===== config.mk =====
export PLATFORM = sky130hd
export DESIGN_NAME = lru_replacement_tracker
export DESIGN_NICKNAME = d
export VERILOG_FILES = /design/src/hw/rtl/lru_pkg.sv /design/src/hw/rtl/lru_cell.sv /design/src/hw/rtl/lru_replacement_tracker.sv
export SDC_FILE = /design/constraint.sdc
export NUM_CORES = 1
export LEC_CHECK = 0
export BUFFER_PORTS_ARGS = -buffer_cell sky130_fd_sc_hd__buf_2
export CORE_MARGIN = 2
export CORE_UTILIZATION = 50
export CTS_CLUSTER_SIZE = 30
export DETAILED_ROUTE_END_ITERATION = 12
export PLACE_DENSITY = 0.66
export SLEW_MARGIN = 0
export SYNTH_ARGS = -nofsm -noshare
export SYNTH_HDL_FRONTEND = slang
export SYNTH_HIERARCHICAL = 1
export SYNTH_SLANG_ARGS = --single-unit

===== constraint.sdc =====
create_clock -name clk -period 15.85 [get_ports clk]
set_input_delay 0.7925 -clock clk [delete_from_list [all_inputs] [get_ports clk]]
set_output_delay 0.7925 -clock clk [all_outputs]
set_load 0.02 [all_outputs]

===== src/hw/rtl/lru_pkg.sv =====
// Shared types and constants for the LRU replacement tracker.
// No dependencies; used by lru_cell and lru_replacement_tracker.
package lru_pkg;

  localparam int DEF_CAPACITY = 16;
  localparam int DEF_KEY_BITS = 16;
  localparam int CMD_BITS     = 2;
  localparam int STATUS_BITS  = 2;

  typedef enum logic [CMD_BITS-1:0] {
    CMD_INSERT = 2'd0,
    CMD_VICTIM = 2'd1,
    CMD_ERASE  = 2'd2
  } cmd_t;

  typedef enum logic [STATUS_BITS-1:0] {
    ST_DONE = 2'd0,
    ST_MISS = 2'd1,
    ST_FULL = 2'd2
  } status_t;

  // Operation broadcast to every cell of the row.
  typedef enum logic [2:0] {
    OP_HOLD  = 3'd0,
    OP_TOUCH = 3'd1,  // existing key to front: cells up to the hit shift down
    OP_PUSH  = 3'd2,  // new key to front: whole row shifts down
    OP_ERASE = 3'd3,  // cells from the hit onwards take their right neighbour
    OP_POP   = 3'd4   // tail cell drops its entry
  } cell_op_t;

endpackage


===== src/hw/rtl/lru_cell.sv =====
// One recency cell: a key, its valid bit and the hit chains to its neighbours.
// Depends on lru_pkg.
module lru_cell #(
  parameter int KEY_BITS = lru_pkg::DEF_KEY_BITS
) (
  input  logic                  clk,
  input  logic                  rst,
  input  lru_pkg::cell_op_t     op,
  input  logic [KEY_BITS-1:0]   search_key,
  input  logic [KEY_BITS-1:0]   left_key,
  input  logic                  left_valid,
  input  logic [KEY_BITS-1:0]   right_key,
  input  logic                  right_valid,
  input  logic                  hit_from_left,
  input  logic                  hit_from_right,
  output logic [KEY_BITS-1:0]   cell_key,
  output logic                  cell_valid,
  output logic                  hit_to_left,
  output logic                  hit_to_right,
  output logic [KEY_BITS-1:0]   tail_key
);

  logic hit;
  logic is_tail;
  logic take_left;
  logic take_right;

  assign hit          = cell_valid && (cell_key == search_key);
  assign hit_to_left  = hit | hit_from_right;   // hit here or further toward the tail
  assign hit_to_right = hit | hit_from_left;    // hit here or further toward the head
  assign is_tail      = cell_valid && !right_valid;
  assign tail_key     = is_tail ? cell_key : '0;

  always_comb begin
    take_left  = 1'b0;
    take_right = 1'b0;
    case (op)
      lru_pkg::OP_TOUCH: take_left  = hit_to_left;
      lru_pkg::OP_PUSH:  take_left  = 1'b1;
      lru_pkg::OP_ERASE: take_right = hit_to_right;
      default: ;
    endcase
  end

  always_ff @(posedge clk) begin
    if (rst) begin
      cell_valid <= 1'b0;
    end else if (take_left) begin
      cell_valid <= left_valid;
    end else if (take_right) begin
      cell_valid <= right_valid;
    end else if (op == lru_pkg::OP_POP && is_tail) begin
      cell_valid <= 1'b0;
    end
  end

  always_ff @(posedge clk) begin
    if (take_left) begin
      cell_key <= left_key;
    end else if (take_right) begin
      cell_key <= right_key;
    end
  end

endmodule


===== src/hw/rtl/lru_replacement_tracker.sv =====
// Top level of the LRU replacement tracker: command decode, entry count and
// the row of lru_cell instances. Depends on lru_pkg and lru_cell.
//
//  channel   signals                                  direction  handshake
//  command   start, command, key                      in         start && !busy
//  result    done, status, victim_key, entry_count    out        done, one cycle
//
// Cycles: one item per clock. Compare and shift happen in the accept cycle,
//   bounded by the hit chain that ripples along the row of cells.
// The result appears in the cycle after the accept, for exactly one cycle.
// busy is never raised: every command completes in its accept cycle.
// Reset: rst clears the valid bits and the count; keys need no reset.
// Stalls: the receiver cannot stall, so none are needed.
module lru_replacement_tracker #(
  parameter int CAPACITY = lru_pkg::DEF_CAPACITY,
  parameter int KEY_BITS = lru_pkg::DEF_KEY_BITS,
  localparam int CNT_BITS = $clog2(CAPACITY + 1)
) (
  input  logic                            clk,
  input  logic                            rst,
  input  logic                            start,
  output logic                            busy,
  input  logic [lru_pkg::CMD_BITS-1:0]    command,
  input  logic [KEY_BITS-1:0]             key,
  output logic                            done,
  output logic [lru_pkg::STATUS_BITS-1:0] status,
  output logic [KEY_BITS-1:0]             victim_key,
  output logic [CNT_BITS-1:0]             entry_count
);

  // Row state seen from the top: cell 0 is most recent.
  logic [KEY_BITS-1:0] cell_keys  [CAPACITY];
  logic [KEY_BITS-1:0] tail_keys  [CAPACITY];
  logic [CAPACITY-1:0] valid_vec;
  logic [CAPACITY-1:0] hit_to_left;
  logic [CAPACITY-1:0] hit_to_right;

  logic [CNT_BITS-1:0] held_count;
  logic [CNT_BITS-1:0] held_count_next;

  logic                accept;
  logic                any_hit;
  logic                full;
  logic                empty;
  logic [KEY_BITS-1:0] tail_or;

  lru_pkg::cell_op_t   op;
  lru_pkg::status_t    status_next;
  logic [KEY_BITS-1:0] victim_next;

  assign busy    = 1'b0;
  assign accept  = start && !busy;
  assign any_hit = hit_to_right[CAPACITY-1];   // head-to-tail chain covers every cell
  assign full    = (held_count == CNT_BITS'(CAPACITY));
  assign empty   = (held_count == '0);

  // Row of cells. Ends of the row: the search key enters at the head as a
  // valid entry for a push or touch; an empty slot enters at the tail.
  for (genvar i = 0; i < CAPACITY; i++) begin : g_cell
    logic [KEY_BITS-1:0] lk;
    logic                lv;
    logic [KEY_BITS-1:0] rk;
    logic                rv;
    logic                hl;
    logic                hr;

    if (i == 0) begin : g_head
      assign lk = key;
      assign lv = 1'b1;
      assign hl = 1'b0;
    end else begin : g_mid_l
      assign lk = cell_keys[i-1];
      assign lv = valid_vec[i-1];
      assign hl = hit_to_right[i-1];
    end

    if (i == CAPACITY - 1) begin : g_tail
      assign rk = '0;
      assign rv = 1'b0;
      assign hr = 1'b0;
    end else begin : g_mid_r
      assign rk = cell_keys[i+1];
      assign rv = valid_vec[i+1];
      assign hr = hit_to_left[i+1];
    end

    lru_cell #(
      .KEY_BITS(KEY_BITS)
    ) u_cell (
      .clk           (clk),
      .rst           (rst),
      .op            (op),
      .search_key    (key),
      .left_key      (lk),
      .left_valid    (lv),
      .right_key     (rk),
      .right_valid   (rv),
      .hit_from_left (hl),
      .hit_from_right(hr),
      .cell_key      (cell_keys[i]),
      .cell_valid    (valid_vec[i]),
      .hit_to_left   (hit_to_left[i]),
      .hit_to_right  (hit_to_right[i]),
      .tail_key      (tail_keys[i])
    );
  end

  // Only the tail cell drives a non-zero tail key.
  always_comb begin
    tail_or = '0;
    for (int i = 0; i < CAPACITY; i++) begin
      tail_or = tail_or | tail_keys[i];
    end
  end

  // Command decode: broadcast op, result status, victim key and next count.
  always_comb begin
    op              = lru_pkg::OP_HOLD;
    status_next     = lru_pkg::ST_MISS;
    victim_next     = '0;
    held_count_next = held_count;
    unique case (lru_pkg::cmd_t'(command))
      lru_pkg::CMD_INSERT: begin
        if (any_hit) begin
          op          = lru_pkg::OP_TOUCH;
          status_next = lru_pkg::ST_DONE;
        end else if (!full) begin
          op              = lru_pkg::OP_PUSH;
          status_next     = lru_pkg::ST_DONE;
          held_count_next = held_count + CNT_BITS'(1);
        end else begin
          status_next = lru_pkg::ST_FULL;
        end
      end
      lru_pkg::CMD_VICTIM: begin
        if (!empty) begin
          op              = lru_pkg::OP_POP;
          status_next     = lru_pkg::ST_DONE;
          victim_next     = tail_or;
          held_count_next = held_count - CNT_BITS'(1);
        end
      end
      lru_pkg::CMD_ERASE: begin
        if (any_hit) begin
          op              = lru_pkg::OP_ERASE;
          status_next     = lru_pkg::ST_DONE;
          held_count_next = held_count - CNT_BITS'(1);
        end
      end
      default: ;  // unused code: no change, reported as a miss
    endcase
    if (!accept) begin
      op              = lru_pkg::OP_HOLD;
      held_count_next = held_count;
    end
  end

  always_ff @(posedge clk) begin
    if (rst) begin
      held_count <= '0;
      done       <= 1'b0;
    end else begin
      held_count <= held_count_next;
      done       <= accept;
    end
  end

  // Result payload, registered in the accept cycle.
  always_ff @(posedge clk) begin
    if (accept) begin
      status      <= status_next;
      victim_key  <= victim_next;
      entry_count <= held_count_next;
    end
  end

  // Valid cells stay packed at the head of the row.
  a_packed: assert property (@(posedge clk) disable iff (rst)
    $onehot({1'b0, valid_vec} + (CAPACITY + 1)'(1)))
    else $error("valid cells not packed at head of row");

  // The count tracks the number of valid cells.
  a_count: assert property (@(posedge clk) disable iff (rst)
    $countones(valid_vec) == int'(held_count))
    else $error("entry count disagrees with valid cells");

  // Every accepted item gives exactly one result in the next cycle.
  a_done: assert property (@(posedge clk) disable iff (rst)
    accept |=> done)
    else $error("accepted item gave no result");

  // A rejected insert only happens with every cell in use.
  a_full: assert property (@(posedge clk) disable iff (rst)
    done && status == lru_pkg::ST_FULL |-> entry_count == CNT_BITS'(CAPACITY))
    else $error("full status reported below capacity");

  // Keys are distinct, so at most one cell matches.
  a_one_hit: assert property (@(posedge clk) disable iff (rst)
    accept |-> $onehot0(hit_to_right & ~{hit_to_right[CAPACITY-2:0], 1'b0}))
    else $error("hit chain has more than one start");

endmodule

Word-level counts from Yosys, hierarchy flattened
Index checks and enable logic that the tools add are counted.

RAM bits: 0. Register bits after elaboration: 301. ROM bits: 0. Output and inout bits: 25. Memories kept: 0. Latch bits: 0. Input bits: 21. Word-level logic and storage cells: 350.

Equal/unequal tests: 23. Multipliers: 0. Muxes and demuxes: 145. Div/mod/pow operators: 0. $lt $le $gt $ge: 0. Add/subtract/negate cells: 2. Reductions and logical operators: 97. Shift-type cells: 0. Bitwise gates (word level): 46.

Operators by type and width (count): 16-bit 2-to-1 mux (48); 16-bit equality test (16); 16-bit OR (15); 1-bit 2-to-1 mux (66); 3-bit nonzero test (16); 1-bit logical AND (47); 1-bit one-hot mux with 2 select lines (16); 2-bit nonzero test (16); 1-bit OR (30); 5-bit 2-to-1 mux (5); 1-bit logical NOT (15); 5-bit one-hot mux with 3 select lines (1); 2-bit 2-to-1 mux (5); 3-bit one-hot mux with 3 select lines (1); 3-bit by 2-bit equality test with 1-bit output (second input constant) (2); 3-bit 2-to-1 mux (2); 2-bit one-hot mux with 3 select lines (1); 5-bit by 1-bit adder with 5-bit output (second input constant) (1); 5-bit equality test (second input constant) (1); 5-bit logical NOT (1); 5-bit by 1-bit subtractor with 5-bit output (second input constant) (1); 3-bit by 1-bit equality test with 1-bit output (second input constant) (1); 3-bit equality test (second input constant) (1); 2-bit by 1-bit equality test with 1-bit output (second input constant) (1); 4 further kinds (4).

Depth between registers and ports, before layout
Gate-level depths: netlist (run 1).

Word-level depth: 25. Gate-level depth with buffers: 30. Mapped depth without buffers: 28.

Hierarchy
Netlist (run 1), hierarchy kept.

By module, submodules not included: lru_cell (area an instance 1214.9 µm², cells an instance 105, seq. area each 500.5 µm², instances 16); lru_replacement_tracker (area an instance 1999.4 µm², cells an instance 209, seq. area each 810.8 µm², instances 1).

Least setup slack after synthesis (run 1)
Ideal clock, no wire load.

Path kind: input -> register. From: in key[7]. To: reg g_cell[0].u_cell.cell_key[0], enable pin. Stages on the path: 26. Library setup time: 0.414 ns. Path buffers: 1. Arrival time: 7.877 ns. Setup slack: 7.559 ns. Data required time: 15.436 ns. Cell sequence: inv_1 o221ai_1 a2111oi_2 nand4_2 or2b_1 or2b_1 or2b_1 or2b_1 or2b_1 or2b_1 or2b_1 or2b_1 or2b_1 or2b_1 or2b_1 or2b_1 or2b_1 or2b_1 or2b_1 or2b_1 nor2_1 nand2_1 a21oi_1 clkbuf_1 nor2_1 a211oi_1.

Word-level cells in the longest chain between the ends: 23. Elaborated cells on any way between the ends: 72. Those cells by class: eq/ne (19); mux (6); bitwise (30); reduce/logical (17).

Ends and longest elaborated chain: start, declared (RTL line lru_replacement_tracker.sv:24) `input logic [KEY_BITS-1:0] key,`; 16-bit equality test * (RTL line lru_cell.sv:28) `assign hit = cell_valid && (cell_key == search_key);`; 1-bit logical AND * (RTL line lru_cell.sv:28); net g_cell[1].hl (RTL line lru_replacement_tracker.sv:64) `logic hl;`; 1-bit OR * (RTL line lru_cell.sv:30) `assign hit_to_right = hit | hit_from_left;`; net g_cell[2].hl (RTL line lru_replacement_tracker.sv:64); 1-bit OR * (RTL line lru_cell.sv:30); net g_cell[3].hl (RTL line lru_replacement_tracker.sv:64); 1-bit OR * (RTL line lru_cell.sv:30); net g_cell[4].hl (RTL line lru_replacement_tracker.sv:64); [... 1 more ...]; net g_cell[5].hl (RTL line lru_replacement_tracker.sv:64); [... 1 more ...]; net g_cell[6].hl (RTL line lru_replacement_tracker.sv:64); [... 1 more ...]; net g_cell[7].hl (RTL line lru_replacement_tracker.sv:64); [... 1 more ...]; net g_cell[8].hl (RTL line lru_replacement_tracker.sv:64); [... 1 more ...]; net g_cell[9].hl (RTL line lru_replacement_tracker.sv:64); [... 1 more ...]; net g_cell[10].hl (RTL line lru_replacement_tracker.sv:64); [... 1 more ...]; net g_cell[11].hl (RTL line lru_replacement_tracker.sv:64); [... 1 more ...]; net g_cell[12].hl (RTL line lru_replacement_tracker.sv:64); [... 1 more ...]; net g_cell[13].hl (RTL line lru_replacement_tracker.sv:64); [... 1 more ...]; net g_cell[14].hl (RTL line lru_replacement_tracker.sv:64); [... 1 more ...]; net g_cell[15].hl (RTL line lru_replacement_tracker.sv:64); [... 1 more ...]; net any_hit (RTL line lru_replacement_tracker.sv:42) `logic any_hit;`; 2-bit 2-to-1 mux (on tied branches) (RTL line lru_replacement_tracker.sv:144, lru_replacement_tracker.sv:124); 3-bit one-hot mux with 3 select lines * (RTL line lru_replacement_tracker.sv:122) `unique case (lru_pkg::cmd_t'(command))`; 3-bit 2-to-1 mux * (RTL line lru_replacement_tracker.sv:152) `if (!accept) begin`; net op[1] (RTL line lru_replacement_tracker.sv:47) `lru_pkg::cell_op_t op;`; 3-bit by 2-bit equality test with 1-bit output / 3-bit by 1-bit equality test with 1-bit output (equally long branches) (RTL line lru_cell.sv:37) `case (op)`; 1-bit one-hot mux with 2 select lines / 1-bit 2-to-1 mux (equally long branches) (RTL line lru_cell.sv:37); 2-bit nonzero test (no line) *; end signal, assigned (RTL line lru_cell.sv:59) `cell_key <= left_key;`; end signal, assigned (RTL line lru_cell.sv:61) `cell_key <= right_key;`; end, declared (RTL line lru_cell.sv:16) `output logic [KEY_BITS-1:0] cell_key,`.

The timed path passes the listed nets; every way through them passes the cells marked *. A chain may end at the register's enable or synchronous reset.

Worst setup path in the final report (run 1)
From: in key[3]. To: reg g_cell[5].u_cell.cell_key[3] (data pin).

Word-level cells in the longest chain between the ends: 23. Elaborated cells on any way between the ends: 65. Those cells by class: eq/ne (18); mux (6); bitwise (25); reduce/logical (16).

Ends and longest elaborated chain: 16-bit equality test * (RTL line lru_cell.sv:28); 1-bit logical AND * (RTL line lru_cell.sv:28); net g_cell[1].hl (RTL line lru_replacement_tracker.sv:64); 1-bit OR * (RTL line lru_cell.sv:30); net g_cell[2].hl (RTL line lru_replacement_tracker.sv:64); 1-bit OR * (RTL line lru_cell.sv:30); net g_cell[3].hl (RTL line lru_replacement_tracker.sv:64); 1-bit OR * (RTL line lru_cell.sv:30); net g_cell[4].hl (RTL line lru_replacement_tracker.sv:64); [... 1 more ...]; net g_cell[5].hl (RTL line lru_replacement_tracker.sv:64); [... 1 more ...]; net g_cell[6].hl (RTL line lru_replacement_tracker.sv:64); [... 1 more ...]; net g_cell[7].hl (RTL line lru_replacement_tracker.sv:64); [... 1 more ...]; net g_cell[8].hl (RTL line lru_replacement_tracker.sv:64); [... 1 more ...]; net g_cell[9].hl (RTL line lru_replacement_tracker.sv:64); [... 1 more ...]; net g_cell[10].hl (RTL line lru_replacement_tracker.sv:64); [... 1 more ...]; net g_cell[11].hl (RTL line lru_replacement_tracker.sv:64); [... 1 more ...]; net g_cell[12].hl (RTL line lru_replacement_tracker.sv:64); [... 1 more ...]; net g_cell[13].hl (RTL line lru_replacement_tracker.sv:64); [... 1 more ...]; net g_cell[14].hl (RTL line lru_replacement_tracker.sv:64); [... 1 more ...]; net g_cell[15].hl (RTL line lru_replacement_tracker.sv:64); [... 1 more ...]; net any_hit (RTL line lru_replacement_tracker.sv:42); 2-bit 2-to-1 mux (on tied branches) (RTL line lru_replacement_tracker.sv:144, lru_replacement_tracker.sv:124); 3-bit one-hot mux with 3 select lines * (RTL line lru_replacement_tracker.sv:122); 3-bit 2-to-1 mux * (RTL line lru_replacement_tracker.sv:152); net op[1] (RTL line lru_replacement_tracker.sv:47); 3-bit by 2-bit equality test with 1-bit output / 3-bit by 1-bit equality test with 1-bit output (equally long branches) (RTL line lru_cell.sv:37); 1-bit one-hot mux with 2 select lines * (RTL line lru_cell.sv:37); 16-bit 2-to-1 mux * (RTL line lru_cell.sv:58) `if (take_left) begin`; end signal, assigned (RTL line lru_cell.sv:59); end signal, assigned (RTL line lru_cell.sv:61); end, declared (RTL line lru_cell.sv:16).

Marks and branches as above.

==> results of run 1 <==
worst reg2reg max path: cells and delay by family, from the launching register on:
kind | cells | cell delay [ns]
flops | 1 | 0.43
buf+inv | 4 | 1.85
mux | 1 | 0.39
simple gates | 22 | 5.49
compound gates | 3 | 0.47
xor+xnor | 1 | 0.15
cell type report:
type	count	share of cell area
clock buffers	48	0.0411
flip-flops and latches	301	0.375
multi-input cells	1393	0.497
repair buffers	79	0.0205
clock inverters	18	0.0112
diodes	2	0.000213
inverters	165	0.0263
well taps	539	0.0287
path summary, 6_finish.rpt:
path	endpoint	depth (start not counted)	start
max	g_cell[5].u_cell/cell_key[3]$_DFFE_PP_	30	key[3]
min	held_count[4]$_SDFF_PP0_	2	held_count[4]$_SDFF_PP0_
max reg2reg	g_cell[5].u_cell/cell_key[3]$_DFFE_PP_	31	g_cell[0].u_cell/cell_key[12]$_DFFE_PP_
min reg2reg	held_count[4]$_SDFF_PP0_	2	held_count[4]$_SDFF_PP0_
power by group through the flow:
stage	clock network [mW]	registers, mW	logic (mW)
after floorplan	0	0.967	0.265
after global placement	0	0.980	0.360
after detailed placement	0	0.981	0.368
after CTS	0.902	0.964	0.369
after global routing	0.929	0.970	0.400
final	0.887	0.966	0.375
cells in the final DEF (no fill, tap or decap), drive strengths merged, types with 17 or more instances in the layout:
| master | n |
|---|---|
| xor2 | 48 |
| o221ai | 32 |
| clkbuf | 48 |
| a2111oi | 17 |
| inv | 166 |
| o31ai | 17 |
| or2b | 32 |
| nor3 | 37 |
| nand4 | 49 |
| nand3b | 17 |
| conb | 28 |
| xnor2 | 97 |
| edfxtp | 279 |
| a21oi | 54 |
| o211ai | 17 |
| nand2 | 41 |
| o22ai | 34 |
| nor4 | 80 |
| a311oi | 32 |
| nor2 | 38 |
| nand2b | 34 |
| nand3 | 17 |
| nor2b | 18 |
| buf | 79 |
| mux2 | 257 |
| o21a | 17 |
| and2 | 273 |
| dfxtp | 22 |
stage by stage:
step / std cells / setup slack (ns) / power, mW / utilization
after floorplan: 1914 / 7.57 / 1.23 / -
after global placement: 2477 / 6.28 / 1.34 / 0.529
after detailed placement: 2477 / 6.07 / 1.35 / 0.529
after CTS: 2543 / 6.63 / 2.23 / 0.558
after global routing: 2543 / 6.07 / 2.30 / 0.558
final: 2545 / 6.51 / 2.23 / 0.558
sequential cells by signal, summed over array words and instances, names as in the netlist:
register	flops
done	1
entry_count	5
status	2
victim_key	16
g_cell.u_cell/cell_key	256
held_count	5
g_cell.u_cell/cell_valid	16
metal layers:
layer  up-vias  wire (um)
li1       7247          -
met1      8007      28600
met2       775      26900
met3       109       6230
met4         0       2010
met5         -          0
==> impl_metrics.ini, run 1 <==
[run_status]
status = finished, final reports clean

[die]
io_pins = 46
start_util = 0.509
rows = 75
dieArea_um2 = 44500
die_x_um = 211
die_h_um = 211
core_area_um2 = 42100

[sta]
holdWs_ns = 0.596
rsz0062_at_grt = false
worst_slew_pin_slew_ns = 1.29
tns_ns = 0
maxSlewHeadroom = 0.141
drv_slew = 0
hold_viol = 0
clock_skew_ns = 0.0244
period_minus_slack_ns = 9.34
setup_viol = 0
fmax_mhz = 107
post-route-period-util = 0.590

[global_route]
antenna_found_initial = 1
grt_max_degree = 82
grt_util_all_layers = 0.286
overflow = 0
busiest_layer = met1
grt_pass1_wl_um = 96500
grtUsageMet3 = 0.0624
use_met1 = 0.423
grtUsageMet2 = 0.410
first_global_vias = 15200

[finish]
seq_area_um2 = 8820
fill_cells = 3523
synthToLayoutAreaGrowth_pct = 9.78
fin_area_um2 = 23500
multi_input_area_um2 = 11700
drive_above_1_share = 0.231
fin_nets = 2000

[power]
vdd_drop_max_uv = 69.8
p_sw_mw = 0.619
switching_share = 0.278
leakage_nw = 8.55
comb_power_share = 0.168
power_frac_clock = 0.398
pwr_density_cell_nw_per_um2 = 94.7
pwr-share-seq = 0.433
p_int_mw = 1.61

[placement]
io_buffers = 44
dpl_cell_area_um2 = 22300
gp_congestion = 0.946
post-dp-hpwl_um = 46900

[worst_setup_path]
critPathKind = input port to flop
cp_top_family = simple AND/OR/NAND/NOR gates
critPathCaptureType = flop
cp.arrival_ns = 9.65
critPathBufInv = 5
crit_top_cell = or2b_1
cp_data_required_time_ns = 16.15
max_stage_delay_ns = 0.78
cp_max_fo = 81
rrSetupSlack_ns = 6.80
crit_path_top_delay_cell = buf_4
start_kind = input port

[routing]
drt_iter0_markers = 1916
wl_per_cell_um = 25.0
antenna_left = 0
first_pass_iters = 7
remaining_drc_errors = 0
vias_per_cell = 6.34
vias = 16100
wl_um = 63700

[flow_run]
drv_cap = 0

[clock_tree]
post_cts_resized = 0
cts_tree = done
clockRootBuffer = clkbuf_16
cts.clk_slew.worst_paths_ns = 0.06
post_cts_buffers = 0
worstSkewPairLatency_ns = 0.57
cts.sinks = 301
hold_buffers = 0
clockBufferDepth = 3
cts_buffers = 37
h-tree-depth = 2

[logic_synthesis]
syn_area_um2 = 21400
netlist_instances = 1888
syn_area_per_cell_um2 = 11.4
yosysWarnings = 6

[hold_path]
min_path_type = flop to flop
(Power assumes the default switching activity.)
==> run 2, diff against run 1 <==
==> constraint.sdc (replaced) <==
create_clock -name clk -period 9.76 [get_ports clk]
set_input_delay 0.488 -clock clk [delete_from_list [all_inputs] [get_ports clk]]
set_output_delay 0.488 -clock clk [all_outputs]
set_load 0.02 [all_outputs]
==> run 2 against run 1 <==
  * Sequential cell count unchanged
  * Hold slack lost 0.15 ns
  * Critical path depth down 1
  * Global-route usage is 0.68 points higher
  * Clock power is 52% higher
  * Non-clock buffer count is 13 higher
  * Routed wire length grew 2.5%
  * Utilization up 0.10 points
  * First-iteration DRC count increased by 0.16%
  * Die area stayed put
==> impl_metrics.ini, run 2 (same netlist as run 1, synthesis figures left out) <==
[run_status]
status = finished, final reports clean

[placement]
gp_congestion = 0.895
post-dp-hpwl_um = 48000
place_ws_ns = 1.15
dpl.cell_count = 2490
io_buffers = 44
dpl_cell_area_um2 = 22400

[finish]
fill_cells = 3519
fin_nets = 2013
mostFrequentLayoutCell = edfxtp_1
final_cell_mix = 279 x edfxtp_1, 272 x and2_1, 164 x inv_1, 160 x mux2_4
fin_area_um2 = 23600
seq_area_um2 = 8820
drive_above_1_share = 0.238
fin_cells = 2557
max_flop_register = g_cell.u_cell/cell_key
multi_input_area_um2 = 11700
largest_reg_flops = 256
diodes = 0
synthToLayoutAreaGrowth_pct = 9.98
final_util = 0.559
top_regs = g_cell.u_cell/cell_key: 256 flops, g_cell.u_cell/cell_valid: 16 flops, victim_key: 16 flops

[clock_tree]
cts_tree = done
cts.clk_slew.worst_paths_ns = 0.06
hold_buffers = 0
clockBufferDepth = 3
post_cts_resized = 0
cts.sinks = 301
h-tree-depth = 2
clockRootBuffer = clkbuf_16
worstSkewPairLatency_ns = 0.56
post_cts_buffers = 0
cts_buffers = 37

[worst_setup_path]
critPathCaptureType = flop
start_kind = flop
rrSetupSlack_ns = 1.62
max_stage_delay_ns = 0.49
cp_top_family = simple AND/OR/NAND/NOR gates
critPathKind = flop to flop
cp_data_required_time_ns = 10.06
crit_top_cell = or2b_1
crit_path_top_delay_cell = buf_12
critPathBufInv = 2
cp.arrival_ns = 8.44
cp_max_fo = 144

[power]
pwr_density_cell_nw_per_um2 = 150
vdd_drop_max_uv = 126
leakage_nw = 8.59
total_power_mw = 3.54

[routing]
antenna_left = 0
remaining_drc_errors = 0
first_pass_iters = 8
wl_per_cell_um = 25.6
wl_um = 65300
vias_per_cell = 6.33
vias = 16200
drt_iter0_markers = 1919

[flow_run]
drv_cap = 0

[sta]
holdWs_ns = 0.449
fmax_mhz = 123
rsz0062_at_grt = false
tns_ns = 0
setup_viol = 0
hold_viol = 0
clock_skew_ns = 0.0276
maxSlewHeadroom = 0.117
period_minus_slack_ns = 8.14
drv_slew = 0
post-route-period-util = 0.834
worst_slew_pin_slew_ns = 1.31
setup_ws_ns = 1.62

[die]
die_h_um = 211
start_util = 0.509
die_x_um = 211
io_pins = 46
dieArea_um2 = 44500
core_area_um2 = 42100
rows = 75

[global_route]
first_global_vias = 15800
grt_pass1_wl_um = 98600
overflow = 0
grt_util_all_layers = 0.292
grt_max_degree = 145
antenna_found_initial = 0

[hold_path]
min_path_type = input port to flop
[run 2: changes by cell type in the layout (fill, tap and decap cells not counted), sizes merged]
cell	before	now
buf	79	92
clkinv	10	18
clkbuf	48	42
bufinv	6	2
clkinvlp	1	3
diode	2	0
inv	166	167
[run 2: metal layers]
layer | up-vias | wire length (um) | global-route usage
met5 | - | 0 | 0
met4 | 0 | 2760 | 0.126
met3 | 141 | 5040 | 0.0578
met2 | 707 | 30400 | 0.464
met1 | 8081 | 27100 | 0.390
li1 | 7256 | - | -
[run 2: path summary, 6_finish.rpt]
| path | to | startpoint | cells past startpoint |
|---|---|---|---|
| min reg2reg | held_count[4]$_SDFF_PP0_ | held_count[4]$_SDFF_PP0_ | 2 |
| max reg2reg | g_cell[0].u_cell/cell_key[0]$_DFFE_PP_ | g_cell[0].u_cell/cell_key[12]$_DFFE_PP_ | 29 |
| min | g_cell[0].u_cell/cell_key[2]$_DFFE_PP_ | key[2] | 2 |
| max | g_cell[0].u_cell/cell_key[0]$_DFFE_PP_ | g_cell[0].u_cell/cell_key[12]$_DFFE_PP_ | 29 |
[run 2: cell type report]
class	count	area share
multi-input cells	1393	0.496
flip-flops and latches	301	0.374
clock buffers	42	0.0410
well taps	539	0.0286
inverters	165	0.0263
repair buffers	92	0.0252
clock inverters	25	0.00860
[run 2: worst register-to-register path, delay by kind of cell (launching register included)]
kind                   cells  cell delay [ns]
AND/OR/NAND/NOR           22             5.50
multiplexers               1             0.43
flip-flops                 1             0.44
buffers and inverters      2             0.63
AO/OA/AOI/OAI              3             0.73
XOR/XNOR                   1             0.15
[run 2: power by group]
part	total, mW	internal (mW)	switching [mW]
Clock	1.35	0.771	0.583
Combinational	0.621	0.266	0.354
Sequential	1.57	1.49	0.0797
==> run 3, diff against run 2 <==
--- a/config.mk
+++ b/config.mk
@@ -5,12 +5,13 @@
 export SDC_FILE = /design/constraint.sdc
 export NUM_CORES = 1
 export LEC_CHECK = 0
+export ABC_AREA = 1
 export BUFFER_PORTS_ARGS = -buffer_cell sky130_fd_sc_hd__buf_2
 export CORE_MARGIN = 2
 export CORE_UTILIZATION = 50
 export CTS_CLUSTER_SIZE = 30
 export DETAILED_ROUTE_END_ITERATION = 12
-export PLACE_DENSITY = 0.66
+export PLACE_DENSITY = 0.68
 export SLEW_MARGIN = 0
 export SYNTH_ARGS = -nofsm -noshare
 export SYNTH_HDL_FRONTEND = slang
==> constraint.sdc (replaced) <==
create_clock -name clk -period 6.7 [get_ports clk]
set_input_delay 0.335 -clock clk [delete_from_list [all_inputs] [get_ports clk]]
set_output_delay 0.335 -clock clk [all_outputs]
set_load 0.02 [all_outputs]
==> run 3 against run 2 <==
  * Maximum frequency increased by 38%
  * Utilization decreased by 0.73 points
  * Die area increased by 3.1%
  * Final cell count increased by 54%
  * First-iteration DRC count increased by 43%
  * Total power increased by 47%
  * Clock-buffer cell count increased by 7
  * Critical path depth increased by 16
==> impl_metrics.ini, run 3 <==
[routing]
first_pass_iters = 9
drt_iter0_markers = 2748
wl_per_cell_um = 19.4
vias = 21600
remaining_drc_errors = 0
antenna_left = 0
vias_per_cell = 5.46
wl_um = 76700

[sta]
rsz0062_at_grt = false
maxSlewHeadroom = 0.245
worst_slew_pin_slew_ns = 1.12
tns_ns = 0
holdWs_ns = 0.161
hold_viol = 0
fmax_mhz = 169
setup_viol = 0
period_minus_slack_ns = 5.92
post-route-period-util = 0.883
clock_skew_ns = 0.0226
setup_ws_ns = 0.782
drv_slew = 0

[worst_setup_path]
crit_path_top_delay_cell = nand2_1
cp_max_fo = 32
cp_data_required_time_ns = 6.88
max_stage_delay_ns = 0.56
critPathCaptureType = flop
cp.arrival_ns = 6.10
crit_top_cell = nand2_1
start_kind = flop
critPathKind = flop to flop

[global_route]
antenna_found_initial = 5
overflow = 0
first_global_vias = 20100
grt_util_all_layers = 0.329
grt_max_degree = 49
grt_pass1_wl_um = 116000

[die]
dieArea_um2 = 45900
start_util = 0.503
die_x_um = 214
die_h_um = 214
io_pins = 46
core_area_um2 = 43900
rows = 77

[logic_synthesis]
netlist_instances = 3241
yosysWarnings = 6
syn_area_um2 = 22100
syn_area_per_cell_um2 = 6.82

[clock_tree]
cts.sinks = 301
cts_tree = done
worstSkewPairLatency_ns = 0.57
post_cts_resized = 0
cts_buffers = 36
clockRootBuffer = clkbuf_16
hold_buffers = 0
post_cts_buffers = 0
h-tree-depth = 2
clockBufferDepth = 3
cts.clk_slew.worst_paths_ns = 0.05

[power]
leakage_nw = 12.6
vdd_drop_max_uv = 216
pwr_density_cell_nw_per_um2 = 215

[flow_run]
drv_cap = 0

[hold_path]
min_path_type = input port to flop

[placement]
place_ws_ns = 0.638
io_buffers = 44
post-dp-hpwl_um = 57500
gp_congestion = 1.01

[finish]
fill_cells = 4332
drive_above_1_share = 0.0966
mostFrequentLayoutCell = nand2_1
max_flop_register = g_cell.u_cell/cell_key
top_regs = g_cell.u_cell/cell_key: 256 flops, g_cell.u_cell/cell_valid: 16 flops, victim_key: 16 flops
multi_input_area_um2 = 10900
synthToLayoutAreaGrowth_pct = 9.69
final_cell_mix = 1,249 x nand2_1, 496 x inv_1, 446 x nor2_1, 311 x nand3_1, 279 x edfxtp_1
largest_reg_flops = 256
fin_nets = 3350
seq_area_um2 = 8820

[run_status]
status = finished, final reports clean
-- run 3: metrics by stage --
stage          power (mW)  cells  area, um^2  utilization
2_1_floorplan        2.94   3261       22200            -
3_3_place_gp         3.28   3881       23100        0.526
3_5_place_dp         3.30   3881       23100        0.526
4_1_cts              5.23   3946       24300        0.552
5_1_grt              5.42   3947       24300        0.552
6_report             5.23   3947       24300        0.552
-- run 3: layer usage --
metal	up-vias	wire, um	track usage
met5	-	22	0
met2	1145	35200	0.534
met4	4	4400	0.177
met1	9911	30000	0.424
met3	240	7070	0.0505
li1	10300	-	-
-- run 3: layout make-up --
class,count,share of cell area
Timing Repair Buffer,94,0.0261
Tap cell,592,0.0305
Sequential cell,301,0.364
Multi-Input combinational cell,2362,0.451
Clock buffer,49,0.0409
Clock inverter,16,0.00562
Antenna cell,1,0.000103
Inverter,532,0.0823
-- run 3: final timing paths --
kind,from,depth (start not counted),slack [ns],end
worst min-delay path,key[6],3,0.16,g_cell[0].u_cell/cell_key[6]$_DFFE_PP_
worst min register to register,held_count[1]$_SDFF_PP0_,2,0.53,held_count[1]$_SDFF_PP0_
worst max-delay path,g_cell[0].u_cell/cell_key[12]$_DFFE_PP_,45,0.78,g_cell[3].u_cell/cell_key[3]$_DFFE_PP_
worst max register to register,g_cell[0].u_cell/cell_key[12]$_DFFE_PP_,45,0.78,g_cell[3].u_cell/cell_key[3]$_DFFE_PP_
-- run 3: worst max-delay path, delay by kind of cell (launching register included) --
family / cells / cell delay [ns]
and+or+nand+nor: 27 / 3.79
DFF: 1 / 0.39
buffers and inverters: 18 / 1.35
-- run 3: report_power, final --
group	internal [mW]	switching (mW)
combinational	0.287	0.681
sequential	2.19	0.132
clock	1.12	0.821
total	3.59	1.63
